<file path="src/rtl/pbenc_pkg.sv">
// Shared constants, command and status types of the PackBits encoder.
package pbenc_pkg;

    localparam int BYTE_W     = 8;
    localparam int OUT_W      = 64;
    localparam int CNT_W      = 4;
    localparam int MAX_PACKET = 128;
    localparam int OUT_LANES  = 8;

    localparam int LEN_W     = $clog2(MAX_PACKET + 1);
    localparam int ADDR_W    = $clog2(MAX_PACKET);
    localparam int LANE_BITS = OUT_LANES * BYTE_W;

    // Updates of the run tracking registers.
    typedef enum logic [2:0] {
        ST_KEEP,
        ST_NEW_RUN,
        ST_RUN_INC,
        ST_RUN_PAIR,
        ST_RUN_ONE,
        ST_CLEAR
    } state_op_t;

    // Source of the byte offered to the word packer.
    typedef enum logic [2:0] {
        EM_NONE,
        EM_HDR,
        EM_BODY,
        EM_RCNT,
        EM_RVAL
    } emit_t;

    typedef struct packed {
        state_op_t state_op;
        logic      lit_wr;
        logic      lit_clr;
        logic      rep_latch;
        emit_t     emit;
        logic      flush;
        logic      flush_last;
    } dp_cmd_t;

    typedef struct packed {
        logic run_zero;
        logic same;
        logic in_repeat;
        logic run_full;
        logic len_zero;
        logic len_near_full;
        logic byte_acc;
        logic body_end;
        logic word_done;
    } dp_stat_t;

endpackage

</file>
<file path="src/rtl/pbenc_in_if.sv">
// Input channel interface of the PackBits encoder: one raw byte per beat.
interface pbenc_in_if;
    logic                          valid;
    logic                          ready;
    logic [pbenc_pkg::BYTE_W-1:0]  in_byte;
    logic                          in_last;

    modport source (output valid, output in_byte, output in_last, input ready);
    modport sink (input valid, input in_byte, input in_last, output ready);
endinterface

</file>
<file path="src/rtl/pbenc_out_if.sv">
// Output channel interface of the PackBits encoder: one packed word per beat.
interface pbenc_out_if;
    logic                         valid;
    logic                         ready;
    logic [pbenc_pkg::OUT_W-1:0]  out_bytes;
    logic [pbenc_pkg::CNT_W-1:0]  out_count;
    logic                         out_last;

    modport source (output valid, output out_bytes, output out_count, output out_last,
                    input ready);
    modport sink (input valid, input out_bytes, input out_count, input out_last,
                  output ready);
endinterface

</file>
<file path="src/rtl/pbenc_dp.sv">
// Datapath of the PackBits encoder: run tracking, literal store and word packer.
module pbenc_dp (
    input  logic                          clk,
    input  logic                          rst_n,
    input  logic [pbenc_pkg::BYTE_W-1:0]  in_byte,
    input  pbenc_pkg::dp_cmd_t            cmd,
    output pbenc_pkg::dp_stat_t           stat,
    input  logic                          out_ready,
    output logic                          out_valid,
    output logic [pbenc_pkg::OUT_W-1:0]   out_bytes,
    output logic [pbenc_pkg::CNT_W-1:0]   out_count,
    output logic                          out_last
);

    logic [pbenc_pkg::BYTE_W-1:0]     held_reg;
    logic [pbenc_pkg::LEN_W-1:0]      run_reg;
    logic                             rep_reg;
    logic [pbenc_pkg::LEN_W-1:0]      len_reg;
    logic [pbenc_pkg::ADDR_W-1:0]     idx_reg;
    logic [pbenc_pkg::LEN_W-1:0]      rcnt_reg;
    logic [pbenc_pkg::BYTE_W-1:0]     rval_reg;
    logic [pbenc_pkg::BYTE_W-1:0]     rdata_reg;
    logic [pbenc_pkg::BYTE_W-1:0]     store_mem [pbenc_pkg::MAX_PACKET];

    logic [pbenc_pkg::LANE_BITS-1:0]  asm_word_reg;
    logic [pbenc_pkg::LANE_BITS-1:0]  asm_word_next;
    logic [pbenc_pkg::CNT_W-1:0]      asm_cnt_reg;
    logic [pbenc_pkg::CNT_W-1:0]      asm_cnt_next;

    logic                             out_valid_reg;
    logic [pbenc_pkg::OUT_W-1:0]      out_bytes_reg;
    logic [pbenc_pkg::CNT_W-1:0]      out_count_reg;
    logic                             out_last_reg;

    logic [pbenc_pkg::BYTE_W-1:0]     emit_byte;
    logic [pbenc_pkg::BYTE_W:0]       rcnt_diff;
    logic [pbenc_pkg::ADDR_W-1:0]     rd_addr;
    logic                             emit_req;
    logic                             asm_full;
    logic                             out_free;
    logic                             move;
    logic                             byte_acc;
    logic                             adv;

    // Repeat count byte is (257 - run) modulo 256.
    assign rcnt_diff = (pbenc_pkg::BYTE_W + 1)'(257) - (pbenc_pkg::BYTE_W + 1)'(rcnt_reg);

    always_comb
    begin
        case (cmd.emit)
            pbenc_pkg::EM_HDR:  emit_byte = pbenc_pkg::BYTE_W'(len_reg - pbenc_pkg::LEN_W'(1));
            pbenc_pkg::EM_BODY: emit_byte = rdata_reg;
            pbenc_pkg::EM_RCNT: emit_byte = rcnt_diff[pbenc_pkg::BYTE_W-1:0];
            pbenc_pkg::EM_RVAL: emit_byte = rval_reg;
            default:            emit_byte = '0;
        endcase
    end

    assign emit_req = (cmd.emit != pbenc_pkg::EM_NONE);
    assign asm_full = (asm_cnt_reg == pbenc_pkg::CNT_W'(pbenc_pkg::OUT_LANES));
    assign out_free = !out_valid_reg || out_ready;
    assign move     = out_free && (asm_full || (cmd.flush && (asm_cnt_reg != '0)));
    assign byte_acc = emit_req && (!asm_full || move);
    assign adv      = (cmd.emit == pbenc_pkg::EM_BODY) && byte_acc;

    // While a body byte stalls, the same entry is read again so the data stays put.
    assign rd_addr = (cmd.emit == pbenc_pkg::EM_HDR) ? '0
                   : idx_reg + pbenc_pkg::ADDR_W'(adv);

    always_comb
    begin
        asm_word_next = asm_word_reg;
        asm_cnt_next  = asm_cnt_reg;
        if (move)
        begin
            asm_word_next = '0;
            asm_cnt_next  = '0;
        end
        if (byte_acc)
        begin
            for (int i = 0; i < pbenc_pkg::OUT_LANES; i++)
            begin
                if (pbenc_pkg::CNT_W'(i) == asm_cnt_next)
                begin
                    asm_word_next[i*pbenc_pkg::BYTE_W +: pbenc_pkg::BYTE_W] = emit_byte;
                end
            end
            asm_cnt_next = asm_cnt_next + pbenc_pkg::CNT_W'(1);
        end
    end

    always_ff @(posedge clk)
    begin
        if (cmd.lit_wr)
        begin
            store_mem[len_reg[pbenc_pkg::ADDR_W-1:0]] <= held_reg;
        end
        rdata_reg <= store_mem[rd_addr];
    end

    always_ff @(posedge clk or negedge rst_n)
    begin
        if (!rst_n)
        begin
            held_reg      <= '0;
            run_reg       <= '0;
            rep_reg       <= 1'b0;
            len_reg       <= '0;
            idx_reg       <= '0;
            asm_word_reg  <= '0;
            asm_cnt_reg   <= '0;
            out_valid_reg <= 1'b0;
        end
        else
        begin
            case (cmd.state_op)
                pbenc_pkg::ST_KEEP: ;
                pbenc_pkg::ST_NEW_RUN:
                begin
                    held_reg <= in_byte;
                    run_reg  <= pbenc_pkg::LEN_W'(1);
                    rep_reg  <= 1'b0;
                end
                pbenc_pkg::ST_RUN_INC:  run_reg <= run_reg + pbenc_pkg::LEN_W'(1);
                pbenc_pkg::ST_RUN_PAIR:
                begin
                    run_reg <= pbenc_pkg::LEN_W'(2);
                    rep_reg <= 1'b1;
                end
                pbenc_pkg::ST_RUN_ONE:
                begin
                    run_reg <= pbenc_pkg::LEN_W'(1);
                    rep_reg <= 1'b0;
                end
                pbenc_pkg::ST_CLEAR:
                begin
                    held_reg <= '0;
                    run_reg  <= '0;
                    rep_reg  <= 1'b0;
                end
                default: ;
            endcase

            if (cmd.lit_clr || (cmd.state_op == pbenc_pkg::ST_CLEAR))
            begin
                len_reg <= '0;
            end
            else if (cmd.lit_wr)
            begin
                len_reg <= len_reg + pbenc_pkg::LEN_W'(1);
            end

            if ((cmd.emit == pbenc_pkg::EM_HDR) && byte_acc)
            begin
                idx_reg <= '0;
            end
            else if (adv)
            begin
                idx_reg <= idx_reg + pbenc_pkg::ADDR_W'(1);
            end

            asm_word_reg <= asm_word_next;
            asm_cnt_reg  <= asm_cnt_next;

            if (move)
            begin
                out_valid_reg <= 1'b1;
            end
            else if (out_ready)
            begin
                out_valid_reg <= 1'b0;
            end
        end
    end

    always_ff @(posedge clk)
    begin
        if (cmd.rep_latch)
        begin
            rcnt_reg <= run_reg;
            rval_reg <= held_reg;
        end
        if (move)
        begin
            out_bytes_reg <= pbenc_pkg::OUT_W'(asm_word_reg);
            out_count_reg <= asm_cnt_reg;
            out_last_reg  <= cmd.flush_last;
        end
    end

    assign stat.run_zero      = (run_reg == '0);
    assign stat.same          = (in_byte == held_reg);
    assign stat.in_repeat     = rep_reg;
    assign stat.run_full      = (run_reg == pbenc_pkg::LEN_W'(pbenc_pkg::MAX_PACKET));
    assign stat.len_zero      = (len_reg == '0);
    assign stat.len_near_full = (len_reg == pbenc_pkg::LEN_W'(pbenc_pkg::MAX_PACKET - 1));
    assign stat.byte_acc      = byte_acc;
    assign stat.body_end      = (pbenc_pkg::LEN_W'(idx_reg) == len_reg - pbenc_pkg::LEN_W'(1));
    assign stat.word_done     = cmd.flush && (move || (asm_cnt_reg == '0));

    assign out_valid = out_valid_reg;
    assign out_bytes = out_bytes_reg;
    assign out_count = out_count_reg;
    assign out_last  = out_last_reg;

endmodule

</file>
<file path="src/rtl/pbenc_ctrl.sv">
// Controller of the PackBits encoder: sequences packets and word ends per input beat.
module pbenc_ctrl (
    input  logic                 clk,
    input  logic                 rst_n,
    input  logic                 in_valid,
    input  logic                 in_last,
    output logic                 in_ready,
    input  pbenc_pkg::dp_stat_t  stat,
    output pbenc_pkg::dp_cmd_t   cmd
);

    typedef enum logic [2:0] {
        S_IDLE,
        S_FLUSH_RUN,
        S_REP_COUNT,
        S_REP_VALUE,
        S_LIT_HEAD,
        S_LIT_BODY,
        S_WORD_END
    } state_t;

    state_t                 state_reg;
    state_t                 state_next;
    state_t                 after_pkt;
    logic                   last_reg;
    logic                   last_next;
    logic                   post_reg;
    logic                   post_next;

    pbenc_pkg::state_op_t   op;
    logic                   lit_wr;
    logic                   lit_clr;
    logic                   rep_latch;
    pbenc_pkg::emit_t       emit;
    logic                   flush;
    logic                   flush_last;

    // Byte sources and word end depend on the state alone.
    always_comb
    begin
        emit       = pbenc_pkg::EM_NONE;
        flush      = 1'b0;
        flush_last = 1'b0;
        case (state_reg)
            S_REP_COUNT: emit = pbenc_pkg::EM_RCNT;
            S_REP_VALUE: emit = pbenc_pkg::EM_RVAL;
            S_LIT_HEAD:  emit = pbenc_pkg::EM_HDR;
            S_LIT_BODY:  emit = pbenc_pkg::EM_BODY;
            S_WORD_END:
            begin
                flush      = 1'b1;
                flush_last = last_reg;
            end
            default: ;
        endcase
    end

    always_comb
    begin
        state_next = state_reg;
        last_next  = last_reg;
        post_next  = post_reg;
        op         = pbenc_pkg::ST_KEEP;
        lit_wr     = 1'b0;
        lit_clr    = 1'b0;
        rep_latch  = 1'b0;
        in_ready   = 1'b0;
        // Once the pre-update packet is out, a final beat still has its held run to flush.
        after_pkt  = (last_reg && !post_reg) ? S_FLUSH_RUN : S_WORD_END;

        case (state_reg)
            S_IDLE:
            begin
                in_ready = 1'b1;
                if (in_valid)
                begin
                    last_next  = in_last;
                    post_next  = 1'b0;
                    state_next = in_last ? S_FLUSH_RUN : S_IDLE;
                    if (stat.run_zero)
                    begin
                        op = pbenc_pkg::ST_NEW_RUN;
                    end
                    else if (stat.same)
                    begin
                        if (!stat.in_repeat)
                        begin
                            op = pbenc_pkg::ST_RUN_PAIR;
                            if (!stat.len_zero)
                            begin
                                state_next = S_LIT_HEAD;
                            end
                        end
                        else if (!stat.run_full)
                        begin
                            op = pbenc_pkg::ST_RUN_INC;
                        end
                        else
                        begin
                            op         = pbenc_pkg::ST_RUN_ONE;
                            rep_latch  = 1'b1;
                            state_next = S_REP_COUNT;
                        end
                    end
                    else
                    begin
                        op = pbenc_pkg::ST_NEW_RUN;
                        if (stat.in_repeat)
                        begin
                            rep_latch  = 1'b1;
                            state_next = S_REP_COUNT;
                        end
                        else
                        begin
                            lit_wr = 1'b1;
                            if (stat.len_near_full)
                            begin
                                state_next = S_LIT_HEAD;
                            end
                        end
                    end
                end
            end

            S_FLUSH_RUN:
            begin
                post_next = 1'b1;
                if (stat.in_repeat)
                begin
                    rep_latch  = 1'b1;
                    state_next = S_REP_COUNT;
                end
                else
                begin
                    lit_wr     = 1'b1;
                    state_next = S_LIT_HEAD;
                end
            end

            S_REP_COUNT:
            begin
                if (stat.byte_acc)
                begin
                    state_next = S_REP_VALUE;
                end
            end

            S_REP_VALUE:
            begin
                if (stat.byte_acc)
                begin
                    state_next = after_pkt;
                end
            end

            S_LIT_HEAD:
            begin
                if (stat.byte_acc)
                begin
                    state_next = S_LIT_BODY;
                end
            end

            S_LIT_BODY:
            begin
                if (stat.byte_acc && stat.body_end)
                begin
                    lit_clr    = 1'b1;
                    state_next = after_pkt;
                end
            end

            S_WORD_END:
            begin
                if (stat.word_done)
                begin
                    if (last_reg)
                    begin
                        op = pbenc_pkg::ST_CLEAR;
                    end
                    last_next  = 1'b0;
                    state_next = S_IDLE;
                end
            end

            default: state_next = S_IDLE;
        endcase
    end

    always_ff @(posedge clk or negedge rst_n)
    begin
        if (!rst_n)
        begin
            state_reg <= S_IDLE;
            last_reg  <= 1'b0;
            post_reg  <= 1'b0;
        end
        else
        begin
            state_reg <= state_next;
            last_reg  <= last_next;
            post_reg  <= post_next;
        end
    end

    assign cmd = '{state_op:   op,
                   lit_wr:     lit_wr,
                   lit_clr:    lit_clr,
                   rep_latch:  rep_latch,
                   emit:       emit,
                   flush:      flush,
                   flush_last: flush_last};

endmodule

</file>
<file path="src/rtl/packbits_encoder_core.sv">
// Top level of the streaming PackBits run-length encoder.
//
// Usage: raw bytes enter on the raw channel, one byte per beat, with in_last
// set on the final byte of a stream. Encoded PackBits packets leave on the
// coded channel as words of up to eight bytes, first byte in the lowest lane,
// out_count telling how many lanes hold data and out_last marking the final
// word of a stream. The words caused by one input beat are packed on their own;
// they never share a word with bytes of another beat.
// A beat that only extends a run or adds a byte to the pending literal is
// accepted while the encoder stays idle. A beat that sends a packet then emits
// its encoded bytes (count and value for a repeat packet, header and body for
// a literal) and closes the word; a final beat also flushes its held run as a
// packet before the word is closed. The word packer takes one byte per cycle
// unless its word and the output register are both full.
// Each word is registered in the output register and becomes valid once the
// packer has filled eight lanes or closed the word and that register is free.
// Reset clears the run tracking and the word packer at once; the literal store
// holds garbage but is only read where it was written. When the receiver
// stalls, one finished word waits in the output register while the packer
// fills the next; beyond that the encoder holds its input ready low.
module packbits_encoder_core (
    input  logic          clk,
    input  logic          rst_n,
    pbenc_in_if.sink      raw,
    pbenc_out_if.source   coded
);

    pbenc_pkg::dp_cmd_t            cmd;
    pbenc_pkg::dp_stat_t           stat;
    logic                          in_ready;
    logic                          out_valid;
    logic [pbenc_pkg::OUT_W-1:0]   out_bytes;
    logic [pbenc_pkg::CNT_W-1:0]   out_count;
    logic                          out_last;

    // The controller decides from status flags what each beat triggers.
    pbenc_ctrl u_ctrl (
        .clk      (clk),
        .rst_n    (rst_n),
        .in_valid (raw.valid),
        .in_last  (raw.in_last),
        .in_ready (in_ready),
        .stat     (stat),
        .cmd      (cmd)
    );

    // The datapath holds the run state, the literal bytes and the output word.
    pbenc_dp u_dp (
        .clk       (clk),
        .rst_n     (rst_n),
        .in_byte   (raw.in_byte),
        .cmd       (cmd),
        .stat      (stat),
        .out_ready (coded.ready),
        .out_valid (out_valid),
        .out_bytes (out_bytes),
        .out_count (out_count),
        .out_last  (out_last)
    );

    assign raw.ready       = in_ready;
    assign coded.valid     = out_valid;
    assign coded.out_bytes = out_bytes;
    assign coded.out_count = out_count;
    assign coded.out_last  = out_last;

endmodule

</file>
<file path="src/flat_wrapper.sv">
// flat-port wrapper written by rule: the top's interface ports become plain ports
module packbits_encoder_core_flat 
  (clk, rst_n, raw_valid, raw_in_byte, raw_in_last, raw_ready, coded_valid, coded_out_bytes, coded_out_count, coded_out_last, coded_ready);
  pbenc_in_if raw_i ();
  pbenc_out_if coded_i ();
  input  logic clk;
  input  logic rst_n;
  input wire logic [$bits(raw_i.valid)-1:0] raw_valid;
  input wire logic [$bits(raw_i.in_byte)-1:0] raw_in_byte;
  input wire logic [$bits(raw_i.in_last)-1:0] raw_in_last;
  output wire logic [$bits(raw_i.ready)-1:0] raw_ready;
  output wire logic [$bits(coded_i.valid)-1:0] coded_valid;
  output wire logic [$bits(coded_i.out_bytes)-1:0] coded_out_bytes;
  output wire logic [$bits(coded_i.out_count)-1:0] coded_out_count;
  output wire logic [$bits(coded_i.out_last)-1:0] coded_out_last;
  input wire logic [$bits(coded_i.ready)-1:0] coded_ready;
  assign raw_i.valid = raw_valid;
  assign raw_i.in_byte = raw_in_byte;
  assign raw_i.in_last = raw_in_last;
  assign raw_ready = raw_i.ready;
  assign coded_valid = coded_i.valid;
  assign coded_out_bytes = coded_i.out_bytes;
  assign coded_out_count = coded_i.out_count;
  assign coded_out_last = coded_i.out_last;
  assign coded_i.ready = coded_ready;
  packbits_encoder_core u_core (.clk(clk), .rst_n(rst_n), .raw(raw_i), .coded(coded_i));
endmodule
</file>
<file path="config.mk">
export PLATFORM = sky130hd
export DESIGN_NAME = packbits_encoder_core_flat
export DESIGN_NICKNAME = d
export VERILOG_FILES = /design/src/rtl/pbenc_pkg.sv /design/src/rtl/pbenc_in_if.sv /design/src/rtl/pbenc_out_if.sv /design/src/rtl/pbenc_dp.sv /design/src/rtl/pbenc_ctrl.sv /design/src/rtl/packbits_encoder_core.sv /design/src/flat_wrapper.sv
export SDC_FILE = /design/constraint.sdc
export NUM_CORES = 2
export LEC_CHECK = 0
export ABC_AREA = 1
export ABC_CLOCK_PERIOD_IN_PS = 5450
export BUFFER_PORTS_ARGS = -buffer_cell sky130_fd_sc_hd__buf_4
export CAP_MARGIN = 40
export CORE_UTILIZATION = 65
export CTS_BUF_LIST = sky130_fd_sc_hd__clkbuf_2 sky130_fd_sc_hd__clkbuf_4 sky130_fd_sc_hd__clkbuf_8
export DETAILED_ROUTE_END_ITERATION = 8
export GPL_ROUTABILITY_DRIVEN = 0
export PLACE_DENSITY_LB_ADDON = 0.05
export SLEW_MARGIN = 40
export SYNTH_ARGS = -nofsm -noshare
export SYNTH_HDL_FRONTEND = slang
export SYNTH_SLANG_ARGS = --single-unit
</file>
<file path="constraint.sdc">
create_clock -name clk -period 5.45 [get_ports clk]
set_clock_uncertainty 0.05 [all_clocks]
set_input_delay 0.545 -clock clk [delete_from_list [all_inputs] [get_ports clk]]
set_output_delay 0.545 -clock clk [all_outputs]
set_load 0.02 [all_outputs]
</file>
==> results by group <==
Status
  • Status: finished, final reports clean

Clock network
  • CTS max path bufs: 3
  • TritonCTS clock tree: done
  • Cts repair resizes: 0
  • CTS root buf: clkbuf_8
  • Clk slew on worst S/H paths: around 0.060 ns
  • Num CTS Buffers: 192
  • Worst skew pair latency: 0.86 ns
  • H-tree depth: 4
  • Clk sinks: 1223

STA
  • Fmax: 0.227 GHz
  • RSZ-0062 raised after global routing: no
  • Final setup fails: 0
  • Endpoints failing hold: 0
  • Period utilization: 80.9%
  • Worst slew pin tran: 0.881 ns
  • Rel. slew slack: 41.1%
  • Setup TNS: 0 ns
  • Pins Over Slew Limit: 0
  • Minimum clock period: 4.41 ns

Global routing
  • GRT Resource Usage Total: 34.5%
  • Vias in the first global route: 35900
  • First-pass GRT wire length: 219 mm
  • Largest net degree at the start of global routing: 141
  • Initial antenna violation count: 5
  • Gr ovfl total: 0

Floorplanning
  • Rows: between 100 and 150
  • IO Pins: 84
  • Core area: 82100 sq um
  • Die width: about 290 microns
  • Initial core utilization: 65.8%
  • Die area: 84300 sq um
  • Die height: 290 microns

Setup path
  • Critical path class: flip-flop to flip-flop
  • CP Data Required Time: 6.13 ns
  • CP Launch Type: flip-flop
  • Critical Path AT: between 5 and 6 ns
  • Max FO, Critical Path: 128
  • CP endpoint kind: flip-flop

Routing
  • Vias/cell: 6.06
  • Wire length on met3: 14.2 mm
  • First drt pass iteration count: 7
  • WL met1: 55.9 mm
  • Top sig layer: met5
  • Detailed Route WL: about 150 mm
  • Number of DRC markers in iteration 0: 4700
  • DR WL/cell: 23.4 microns
  • Detailed-route DRC error count: 0
  • Routed Antenna Nets: 0
  • Met2 Wirelength: between 60 and 70 mm
  • Vias: 37700

Logic synthesis
  • Post-synth ARST share: 8.67%
  • Syn avg cell area: 11.0 sq um
  • Cell variety after synth: 43
  • Yosys warning count: 0
  • Syn_nets: 4951
  • Synth Instances: 4926
  • Post-synthesis sequential area ratio: between 60 and 70%
  • EDFF count, synth: 1109
  • #FFs+latches synth: 1223
  • Synthesized area: 54000 sq um
  • Synth Flop Type: edfxtp_1

Pwr
  • Peak VDD IR: approximately 0.39 mV
  • Power density over cell area: 520 nW/um^2
  • Pleak: 23.6 nW

Layout
  • Area grow syn2layout: 9.62%
  • Commonest non-fill, non-tap cell in the layout: nand3_1
  • Final #Nets: 5012
  • Design Area, Final: 59200 sq um
  • Largest register FFs: 1024
  • Layout cells sized above 1: around a tenth
  • Most frequent cells in the layout: 1115 x nand3_1, 1109 x edfxtp_1, 899 x nand2_1, 600 x inv_1, 403 x nand3b_1

Placed design
  • Placement Cell Area: 55300 sq um
  • PortBufs: 83
  • Post-DP HPWL: about 83 mm

Worst hold path
  • Worst min path class: input port to asynchronous set/reset pin

Job
  • Max-cap violations: 0
worst max-delay path, cell delays in order, from the launching register on:
cell     delay [ns]
dfrtp_1        0.60
nand3_1        0.18
inv_1          0.29
nand2_1        0.26
inv_1          0.21
ha_4           0.16
ha_1           0.15
nand2_1        0.08
inv_1          0.07
nor2_1         0.07
nand2_4        0.11
buf_12         0.49
nand3_1        0.39
nand3_1        0.19
nand3_1        0.21
nand3_1        0.30
nand2_1        0.12
nand2_1        0.08
nand2_1        0.06
what timing repair did:
action                                 CTS  global route
endpoints found under the hold margin   74             0
setup buffers                            0             0
hold buffers                            12             0
where the power goes:
part / switching, mW / internal, mW
registers: 0.492 / 11.9
clock network: 3.57 / 3.97
logic: 8.15 / 2.69
area by class of cell:
type                            count  area (sq um)
Timing Repair Buffer              162          1550
Fill cell                        5760         22900
Inverter                          615          2320
Tap cell                         1070          1340
Clock inverter                     68           332
Sequential cell                  1223         36100
Clock buffer                      281          3370
Antenna cell                        6          15.0
Multi-Input combinational cell   2793         14200
per-stage QoR:
step / worst slack [ns] / cells / total power [mW] / utilization, % / hold slack [ns]
after detailed placement: 0.965 / 5850 / 23.2 / 67.4 / 0.380
after global placement: 1.05 / 5847 / 23.0 / 67.3 / 0.378
after CTS: 1.15 / 6211 / 30.6 / 72.1 / 0.201
after global routing: 0.815 / 6217 / 32.0 / 72.1 / 0.277
after floorplan: 1.66 / 4926 / 19.2 / - / 0.199
final: 1.04 / 6218 / 30.8 / 72.1 / 0.234
synth_stat cells (14+ instances only):
master	instances	area share, %
nand3_1	1115	10
edfxtp_1	1109	62
nand2_1	901	6.3
inv_1	602	4.2
nand3b_1	403	5.6
nor2_1	184	1.3
buf_2	172	1.6
dfrtp_1	106	4.9
clkbuf_1	46	0.32
o21ai_0	46	0.43
buf_4	35	0.49
buf_1	28	0.19
xor2_1	23	0.37
buf_6	14	0.29
kinds of logic (layout without fill, tap and decap cells):
| family | count (synthesis) | in the layout | share of synthesized area, % |
|---|---|---|---|
| and+or+nand+nor | 2658 | 2658 | 24.2 |
| xor gates and xnor gates | 29 | 29 | 0.470 |
| DFF | 1223 | 1223 | 66.8 |
| AOI/OAI and AO/OA | 94 | 94 | 1.09 |
| buffers and inverters | 910 | 1126 | 7.16 |
| other | 0 | 6 | 0 |
| adders and majority gates | 12 | 12 | 0.278 |
routing by layer:
layer,up-vias,GRT usage [%]
li1,17000,-
met1,18100,47.6
met2,2109,54.1
met3,403,6.25
met4,8,15.7
met5,-,0
worst paths after layout:
check,startpoint,end,slack [ns],cells past startpoint
max,u_core.u_ctrl.state_reg[2],u_core.u_dp.rdata_reg[4],1.04,18
min,rst_n,u_core.u_dp.asm_word_reg[29],0.23,2
max reg2reg,u_core.u_ctrl.state_reg[2],u_core.u_dp.rdata_reg[4],1.04,18
min reg2reg,u_core.u_dp.asm_word_reg[49],u_core.u_dp.out_bytes[49],0.40,0
max in group asynchronous,rst_n,u_core.u_dp.held_reg[5],4.01,3
min in group clk,u_core.u_dp.asm_word_reg[49],u_core.u_dp.out_bytes[49],0.40,0
(Power assumes the default switching activity.)
